--- src/rtl/core/vbf3d_pkg.sv ---
// Shared constants, types and weight table for the 3D bilateral volume filter.
// Depends on nothing; the core, controller and datapath files import it.
package vbf3d_pkg;

  localparam int MAX_DIM          = 64;
  localparam int MAX_KERNEL       = 7;
  localparam int VOXEL_BITS       = 16;
  localparam int WEIGHT_FRAC_BITS = 16;

  localparam int COORD_W     = $clog2(MAX_DIM);
  localparam int DIM_W       = 7;
  localparam int KERNEL_W    = 3;
  localparam int ADDR_W      = 3 * COORD_W;
  localparam int STORE_DEPTH = MAX_DIM * MAX_DIM * MAX_DIM;
  localparam int H_MAX       = ((((MAX_KERNEL - 1) | 1)) - 1) / 2;
  localparam int NUM_H       = H_MAX + 1;
  localparam int H_W         = (H_MAX > 1) ? $clog2(NUM_H) : 1;
  localparam int OFF_W       = H_W + 2;
  localparam int NCOORD_W    = COORD_W + 3;
  localparam int D2_W        = $clog2(3 * H_MAX * H_MAX + 1) + 1;
  localparam int RANGE_LEN   = 192;
  localparam int RIDX_W      = $clog2(RANGE_LEN);
  localparam int WEIGHT_W    = WEIGHT_FRAC_BITS + 1;
  localparam int PROD_W      = 2 * WEIGHT_W;
  localparam int WV_W        = WEIGHT_W + VOXEL_BITS;
  localparam int MAX_TAPS    = (2 * H_MAX + 1) * (2 * H_MAX + 1) * (2 * H_MAX + 1);
  localparam int TOT_W       = WEIGHT_W + $clog2(MAX_TAPS + 1);
  localparam int ACC_W       = WV_W + $clog2(MAX_TAPS + 1);
  localparam int DIV_IDX_W   = $clog2(VOXEL_BITS);
  localparam logic [63:0] E1_Q30 = 64'd395007542;

  typedef enum logic [1:0] {
    REG_DIM_X  = 2'd0,
    REG_DIM_Y  = 2'd1,
    REG_DIM_Z  = 2'd2,
    REG_KERNEL = 2'd3
  } cfg_reg_t;

  typedef enum logic [2:0] {
    S_IDLE,
    S_CENTER_RD,
    S_CENTER_CAP,
    S_SWEEP,
    S_DRAIN,
    S_DIV_INIT,
    S_DIV,
    S_DONE
  } ctrl_state_t;

  typedef struct packed {
    logic                    wr_en;
    logic                    load;
    logic                    center_rd;
    logic                    center_cap;
    logic                    issue;
    logic signed [OFF_W-1:0] ox;
    logic signed [OFF_W-1:0] oy;
    logic signed [OFF_W-1:0] oz;
    logic                    div_init;
    logic                    div_step;
    logic                    out_load;
  } dp_cmd_t;

  typedef struct packed {
    logic pipe_busy;
    logic div_last;
  } dp_status_t;

  typedef logic [NUM_H-1:0][RANGE_LEN-1:0][WEIGHT_W-1:0] wt_tab_t;

  function automatic logic [63:0] udiv64(input logic [63:0] n, input logic [63:0] d);
    logic [63:0] q;
    logic [63:0] r;
    q = '0;
    r = '0;
    for (int i = 63; i >= 0; i--) begin
      r = {r[62:0], n[i]};
      if (r >= d) begin
        r    = r - d;
        q[i] = 1'b1;
      end
    end
    return q;
  endfunction

  function automatic logic [63:0] exp_neg_q30(input logic [63:0] num, input logic [63:0] den);
    logic [63:0] q;
    logic [63:0] r;
    logic [63:0] term;
    logic [63:0] pos;
    logic [63:0] neg;
    logic [63:0] x;
    logic [63:0] ii;
    q    = udiv64(num, den);
    r    = num - q * den;
    term = 64'd1 << 30;
    pos  = '0;
    neg  = '0;
    if (q >= 64'd32) begin
      return '0;
    end
    for (int i = 0; i < 64 && term != 0; i++) begin
      ii = 64'(i);
      if (ii[0]) begin
        neg = neg + term;
      end else begin
        pos = pos + term;
      end
      term = udiv64(term * r, den * (ii + 64'd1));
    end
    x = pos - neg;
    for (int i = 0; i < 32; i++) begin
      if (64'(i) < q) begin
        x = (x * E1_Q30 + (64'd1 << 29)) >> 30;
      end
    end
    return x;
  endfunction

  function automatic wt_tab_t build_wt_tab();
    wt_tab_t     tab;
    logic [63:0] d;
    logic [63:0] v;
    for (int h = 0; h < NUM_H; h++) begin
      d = 64'((3 * h + 5) * (3 * h + 5));
      for (int m = 0; m < RANGE_LEN; m++) begin
        v = exp_neg_q30(64'(50 * m), d);
        tab[h][m] = WEIGHT_W'((v + (64'd1 << (29 - WEIGHT_FRAC_BITS)))
                              >> (30 - WEIGHT_FRAC_BITS));
      end
    end
    return tab;
  endfunction

  localparam wt_tab_t WT_TAB = build_wt_tab();

  function automatic logic [H_W-1:0] half_width(input logic [KERNEL_W-1:0] k);
    logic [KERNEL_W:0] ko;
    ko = {1'b0, k | KERNEL_W'(1)};
    if (ko > (KERNEL_W + 1)'(2 * H_MAX + 1)) begin
      ko = (KERNEL_W + 1)'(2 * H_MAX + 1);
    end
    return H_W'(ko >> 1);
  endfunction

  function automatic logic [DIM_W-1:0] eff_dim(input logic [DIM_W-1:0] r);
    if (r == '0) begin
      return DIM_W'(1);
    end
    if (r > DIM_W'(MAX_DIM)) begin
      return DIM_W'(MAX_DIM);
    end
    return r;
  endfunction

endpackage

--- src/rtl/core/vbf3d_ctrl.sv ---
// Controller state machine: sequences writes, the window sweep and the divider.
// Depends on vbf3d_pkg.
module vbf3d_ctrl import vbf3d_pkg::*; (
  input  logic             clk,
  input  logic             rst,
  input  logic             in_valid,
  output logic             in_ready,
  input  logic             action,
  output logic             out_valid,
  input  logic             out_ready,
  input  logic [H_W-1:0]   h,
  input  dp_status_t       status,
  output dp_cmd_t          cmd
);

  ctrl_state_t state;
  ctrl_state_t state_next;
  logic signed [OFF_W-1:0] ox;
  logic signed [OFF_W-1:0] oy;
  logic signed [OFF_W-1:0] oz;
  logic signed [OFF_W-1:0] hs;
  logic                    accept;
  logic                    last_tap;
  logic                    out_free;

  assign hs       = OFF_W'(signed'({1'b0, h}));
  assign in_ready = (state == S_IDLE);
  assign accept   = in_valid && in_ready;
  assign last_tap = (ox == hs) && (oy == hs) && (oz == hs);
  assign out_free = !out_valid || out_ready;

  always_comb begin
    state_next = state;
    unique case (state)
      S_IDLE:       if (accept && action) state_next = S_CENTER_RD;
      S_CENTER_RD:  state_next = S_CENTER_CAP;
      S_CENTER_CAP: state_next = S_SWEEP;
      S_SWEEP:      if (last_tap) state_next = S_DRAIN;
      S_DRAIN:      if (!status.pipe_busy) state_next = S_DIV_INIT;
      S_DIV_INIT:   state_next = S_DIV;
      S_DIV:        if (status.div_last) state_next = S_DONE;
      S_DONE:       if (out_free) state_next = S_IDLE;
      default:      state_next = S_IDLE;
    endcase
  end

  always_comb begin
    cmd            = '0;
    cmd.ox         = ox;
    cmd.oy         = oy;
    cmd.oz         = oz;
    cmd.wr_en      = accept && !action;
    cmd.load       = accept && action;
    cmd.center_rd  = (state == S_CENTER_RD);
    cmd.center_cap = (state == S_CENTER_CAP);
    cmd.issue      = (state == S_SWEEP);
    cmd.div_init   = (state == S_DIV_INIT);
    cmd.div_step   = (state == S_DIV);
    cmd.out_load   = (state == S_DONE) && out_free;
  end

  always_ff @(posedge clk) begin
    if (rst) begin
      state     <= S_IDLE;
      out_valid <= 1'b0;
      ox        <= '0;
      oy        <= '0;
      oz        <= '0;
    end else begin
      state <= state_next;
      if (cmd.out_load) begin
        out_valid <= 1'b1;
      end else if (out_ready) begin
        out_valid <= 1'b0;
      end
      if (cmd.load) begin
        ox <= -hs;
        oy <= -hs;
        oz <= -hs;
      end else if (cmd.issue) begin
        if (ox != hs) begin
          ox <= ox + OFF_W'(1);
        end else begin
          ox <= -hs;
          if (oy != hs) begin
            oy <= oy + OFF_W'(1);
          end else begin
            oy <= -hs;
            oz <= oz + OFF_W'(1);
          end
        end
      end
    end
  end

endmodule

--- config.mk ---
export PLATFORM = sky130hd
export DESIGN_NAME = vbf3d_ctrl
export DESIGN_NICKNAME = d
export VERILOG_FILES = /design/src/rtl/core/vbf3d_pkg.sv /design/src/rtl/core/vbf3d_ctrl.sv
export SDC_FILE = /design/constraint.sdc
export NUM_CORES = 1
export LEC_CHECK = 0
export ABC_AREA = 1
export BUFFER_PORTS_ARGS = -buffer_cell sky130_fd_sc_hd__clkbuf_2
export CORE_ASPECT_RATIO = 1.75
export CORE_UTILIZATION = 25
export CTS_BUF_LIST = sky130_fd_sc_hd__clkbuf_8 sky130_fd_sc_hd__clkbuf_16
export CTS_CLUSTER_DIAMETER = 100
export DETAILED_ROUTE_END_ITERATION = 12
export GPL_ROUTABILITY_DRIVEN = 1
export SLEW_MARGIN = 20
export SYNTH_ARGS = -nofsm -noshare
export SYNTH_HDL_FRONTEND = slang
export SYNTH_SLANG_ARGS = --single-unit
--- constraint.sdc ---
create_clock -name clk -period 1.6 [get_ports clk]
set_input_delay 0.08 -clock clk [delete_from_list [all_inputs] [get_ports clk]]
set_output_delay 0.08 -clock clk [all_outputs]
set_load 0.1 [all_outputs]
Yosys cells after proc, flatten, opt, wreduce, memory -nomap -nowiden

Cells that the tools add are included.

$add $sub $neg: 4
Multipliers: 0
Div/mod/pow operators: 0
Magnitude comparators: 0
Eq/ne operators: 19
Shift-type cells: 0
Muxes and demuxes: 19
Bitwise operators: 0
Reduce and logical (&&, ||, !) cells: 15

Operator list:

| operator            | number |
|---|---|
| $mux 4              | 11 |
| $pmux 3 s8          | 1 |
| $mux 3              | 5 |
| $add 4x2->4 const B | 3 |
| $eq 3x3->1 const B  | 4 |
| $eq 4x3->1          | 3 |
| $ne 2x2->1 const B  | 5 |
| $ne 4x3->1          | 2 |
| $eq 3x2->1 const B  | 2 |
| $logic_and 1x1->1   | 6 |
| $reduce_and 5->1    | 1 |
| $ne 2x1->1 const B  | 2 |
| $neg 2->4           | 1 |
| $reduce_bool 2->1   | 2 |
| $eq 3x1->1 const B  | 1 |
| $logic_not 3->1     | 1 |
| $reduce_and 3->1    | 1 |
| $logic_not 1->1     | 2 |
| $mux 1              | 2 |
| $reduce_and 2->1    | 1 |
| $logic_or 1x1->1    | 1 |

Bits in registers: 16
Bits in latches: 0
Memory bits (writable): 0
Memory bits (read-only): 0
Input port bits: 9
Output and inout bits: 22
Word-level logic and storage cells: 62
Memories: 0

Longest topological paths before layout

Depth after elaboration: 5
Mapped depth: 12
Mapped depth without buffers: 12

Worst setup path before layout

OpenSTA, ideal clock, no wires.

Path type: register to output
Start point: reg state[0]
End point: out cmd[19] in the netlist's numbering
Arrival: 2.253 ns
Data required time: 1.520 ns
Slack: -0.733 ns
Stages on the path, launching flop included: 7
Path buffers: 0
Cell sequence: dfxtp_1 inv_1 ha_1 nand2_2 inv_4 nand2_1 nor2_1

RTL lines:

| what                   | RTL line         | source |
|---|---|---|
| from (decl)            | vbf3d_ctrl.sv:16 | `ctrl_state_t state;` |
| from (signal assigned) | vbf3d_ctrl.sv:70 | `state <= state_next;` |
| to (decl)              | vbf3d_ctrl.sv:13 | `output dp_cmd_t cmd` |

Worst setup path in the final report

Start point: reg state[1]
End point: reg oz[3]

Longest elaborated chain between the ends: 5
Elaborated cells on any way between the ends: 9
Those cells by class: eq/ne (3); mux (1); reduce/logical (5)

Ends and longest elaborated chain:

| what                                                                    | RTL line         | source |
|---|---|---|
| $logic_not 3->1                                                         | vbf3d_ctrl.sv:27 | `assign in_ready = (state == S_IDLE);` |
| $logic_and 1x1->1                                                       | vbf3d_ctrl.sv:28 | `assign accept = in_valid && in_ready;` |
| $logic_and 1x1->1                                                       | vbf3d_ctrl.sv:53 | `cmd.load = accept && action;` |
| $ne 2x2->1 (no source line) / $reduce_bool 2->1 (equally long branches) | n/a              |  |
| $reduce_and 3->1 (no source line)                                       | n/a              |  |
| to (signal assigned)                                                    | vbf3d_ctrl.sv:79 | `oz <= -hs;` |
| to (signal assigned)                                                    | vbf3d_ctrl.sv:89 | `oz <= oz + OFF_W'(1);` |
| to (decl)                                                               | vbf3d_ctrl.sv:20 | `logic signed [OFF_W-1:0] oz;` |

Several ways; a longest one is shown, not always the timed one.
A chain may end at the register's enable or synchronous reset.

==> PnR_summary.wiki <==
{| class="wikitable"
! Metric !! Value
|-
| P per Cell Area || 1890 mW/mm2
|-
| Via count of the routed design || 1368
|-
| YS warnings || 0
|-
| Number of buffers and inverters on the critical path || 3
|-
| Sequential power share || 16.4%
|-
| Number of port buffers || 30
|-
| Clk network pwr share || 8.6%
|-
| Crit start category || flip-flop
|-
| Clock root buffer || sky130_fd_sc_hd__clkbuf_8
|-
| Chip Height || 95.4 um
|-
| Worst clock skew on the final layout || 3.60 ps
|-
| DRC marker count from the first detailed-route iteration || 16
|-
| Clock network latency to the later pin of the worst-skew pair || 250 ps
|-
| Max IR drop VDD || 1790 uV
|-
| Maximum fanout encountered on the critical timing path || 7
|-
| Reg clk slew, reported paths || 70 ps
|-
| Endpoint type of the worst setup path || flip-flop
|-
| DRC viols || 0
|-
| Dpl cell area || 0.00173 mm2
|-
| Total half-perimeter wirelength after legalization and detailed placement || 2780 um
|-
| Crit path cell chain || inv_2, ha_4, nand2_4, inv_12, nand3_4, nand2_4, nand2_8, nor2_8, inv_4, nor2_2, nor2_1
|-
| Switching fraction of total power || 56.7%
|-
| Distinct cells, synth || 23
|-
| Synth async-reset ratio || 0%
|-
| Global-route usage over all layers || 13.6%
|-
| Combinational share of power || 74.9%
|-
| Number of rows created at floorplan || 33
|-
| H-tree depth || 1
|-
| Cts hold-fix bufs || 0
|-
| Number of cells produced by synthesis || 198
|-
| Antenna violations before repair || 0
|-
| Clock tree from TritonCTS || built
|-
| Most numerous cell types in the synthesized netlist || 46 x sky130_fd_sc_hd__nand2_1, 27 x sky130_fd_sc_hd__nor2_1, 26 x sky130_fd_sc_hd__inv_1
|-
| Number of vias per cell || 4.59
|-
| P_int || 1.57 mW
|-
| Number of max-cap violations || 0
|-
| Kind of critical path || reg -> reg
|-
| Final core utilization || 40.4%
|-
| Count of inserted antenna diode cells || 0
|-
| Unrepaired setup endpoints after global routing || yes
|-
| Die boundary width || 55.4 um
|-
| Vias in the first global route || 1319
|-
| Actual transition at the worst max-transition pin || 542 ps
|-
| Maximum root-to-sink buffer count || 2
|-
| Synthesized net count || 215
|-
| Max-slew violation count || 0
|-
| NumNets Final || 265
|-
| Cell class contributing the biggest share of worst-path delay || simple AND/OR/NAND/NOR gates
|-
| Area share of the leading cell type in the synthesized netlist || 25.7%
|-
| Worst hold slack across all endpoints || 91.2 ps
|-
| Cell types occupying the most area after synthesis || sky130_fd_sc_hd__dfxtp_1 26%, sky130_fd_sc_hd__nand2_1 14%, sky130_fd_sc_hd__nor2_1 8.1%
|-
| WL final || 3460 um
|-
| Ys flop type || sky130_fd_sc_hd__dfxtp_1
|-
| Final non-filler cell area || 0.00192 mm2
|-
| Number of sinks on the clock net || 16
|-
| Area grow syn2layout || 53.9%
|-
| Most used standard cell by instance count after synthesis || sky130_fd_sc_hd__nand2_1
|-
| Syn Area/Cell || 6.30 um2
|-
| Path type of the worst min-delay path || in -> reg
|-
| Core region area || 0.00475 mm2
|-
| Cell type with the largest total area after synthesis || sky130_fd_sc_hd__dfxtp_1
|-
| Post-synth EDFFs || 0
|-
| Most prevalent standard cell on the critical path || sky130_fd_sc_hd__nand2_4
|-
| Pre-CTS setup slack || -108 ps
|-
| CP max stage cell || sky130_fd_sc_hd__dfxtp_2
|-
| Share of final-layout standard cells stronger than drive strength 1 || 42.3%
|-
| Final GP Congestion || 0.808
|-
| Setup slack of the critical path after layout || 21.4 ps
|-
| Highest achievable clock rate || 633 MHz
|-
| Static leakage || 0.944 nW
|-
| Post-synthesis cell area || 0.00125 mm2
|-
| Count of nets left with antenna violations after detail routing || 0
|-
| Max-Slew Margin vs Limit || 64.0%
|-
| Required time of the worst setup path || 1750 ps
|-
| Number of search-and-repair iterations in the first detailed-routing pass || 4
|-
| Delay of the slowest cell on the worst path || 320 ps
|-
| Number of register bits inferred by synthesis || 16
|-
| Worst Path Arrival || 1730 ps
|-
| Total overflow reported by the global router || 0
|-
| Final hold violation count || 0
|-
| Final count of negative-setup-slack endpoints || 0
|-
| Seq/Total Area, Yosys || 25.7%
|-
| Average routed wire per standard cell || 11.6 um
|-
| Result of the run || finished, final reports clean
|-
| Net Switching || 2.06 mW
|-
| Number of buffers added by the clock tree synthesis step || 3
|-
| Post-layout min period || 1580 ps
|-
| Initial core utilization || 26.3%
|-
| Wire length of the first global-routing pass || 5750 um
|-
| Largest net degree at the start of global routing || 11
|-
| Period utilisation layout || 98.7%
|-
| IO Count || 31
|-
| DIE AREA || 0.00529 mm2
|}
==> sequential cells by signal, indices dropped and copies added (netlist names) <==
register   cells
oz             4
ox             4
out_valid      1
state          3
oy             4
==> worst register-to-register path: stages, from the launching register on <==
cell and delay [ps]:
sky130_fd_sc_hd__dfxtp_2 320, sky130_fd_sc_hd__inv_2 80, sky130_fd_sc_hd__ha_4 150, sky130_fd_sc_hd__nand2_4 80, sky130_fd_sc_hd__inv_12 60, sky130_fd_sc_hd__nand3_4 190, sky130_fd_sc_hd__nand2_4 180, sky130_fd_sc_hd__nand2_8 80
sky130_fd_sc_hd__nor2_8 140, sky130_fd_sc_hd__inv_4 50, sky130_fd_sc_hd__nor2_2 100, sky130_fd_sc_hd__nor2_1 50
==> power by group through the flow <==
stage               logic, mW  clock network, mW  registers, mW
floorplan                1.44                  0          0.955
global placement         2.43                  0          0.606
detailed placement       2.44                  0          0.608
CTS                      2.52              0.319          0.601
global route             2.91              0.338          0.612
finish                   2.72              0.314          0.597
==> final cells by class <==
class	count	area, um2
inverter	36	166
tap	52	65.1
fill	481	2830
multi-input combinational	145	921
clock buffer	3	41.3
timing repair buffer	46	388
sequential	16	338
==> metrics by stage <==
step	power, mW	TNS, ps	instances
2_1_floorplan	2.40	-1380	198
3_3_place_gp	3.03	-86.1	287
3_5_place_dp	3.05	-137	287
4_1_cts	3.44	0	291
5_1_grt	3.86	-329	298
6_report	3.63	0	298
==> timing repair <==
action / 4_1_cts / 5_1_grt
endpoints found under the setup margin: 6 / 12
setup buffers: 1 / 7
pin swaps: 6 / 17
gates resized for setup: 4 / 18
==> cell usage in the layout (no fill, tap or decap), types with 8 or more instances in the layout <==
| cell type | count |
|---|---|
| sky130_fd_sc_hd__inv_1 | 23 |
| sky130_fd_sc_hd__a21oi_1 | 9 |
| sky130_fd_sc_hd__o21ai_0 | 8 |
| sky130_fd_sc_hd__nor2_1 | 20 |
| sky130_fd_sc_hd__dfxtp_2 | 14 |
| sky130_fd_sc_hd__nand2_1 | 42 |
| sky130_fd_sc_hd__nand3_1 | 15 |
| sky130_fd_sc_hd__clkbuf_2 | 21 |
| sky130_fd_sc_hd__inv_2 | 9 |
| sky130_fd_sc_hd__buf_4 | 16 |
==> kinds of logic after synthesis <==
kind of cell / count (synthesis) / share of synthesized area (%)
and+or+nand+nor: 101 / 37.4
buffers and inverters: 37 / 11.4
AOI/OAI and AO/OA: 28 / 11.8
DFF: 16 / 25.7
xor gates and xnor gates: 8 / 5.62
adders and majority gates: 8 / 8.02
==> routing by layer <==
layer	global-route usage [%]	up-vias	wire (um)
li1	-	712	-
met1	14.0	613	1290
met2	26.0	37	1970
met3	2.04	6	132
met4	7.08	0	62
met5	0	-	0
==> worst paths after layout <==
path	start	end	slack [ps]	cells past startpoint
max	state[1]	oz[3]	20	11
min	rst	oy[3]	90	2
max reg2reg	state[1]	oz[3]	20	11
min reg2reg	oy[3]	oy[3]	500	2
No activity file was read; power rests on OpenSTA's default activity.
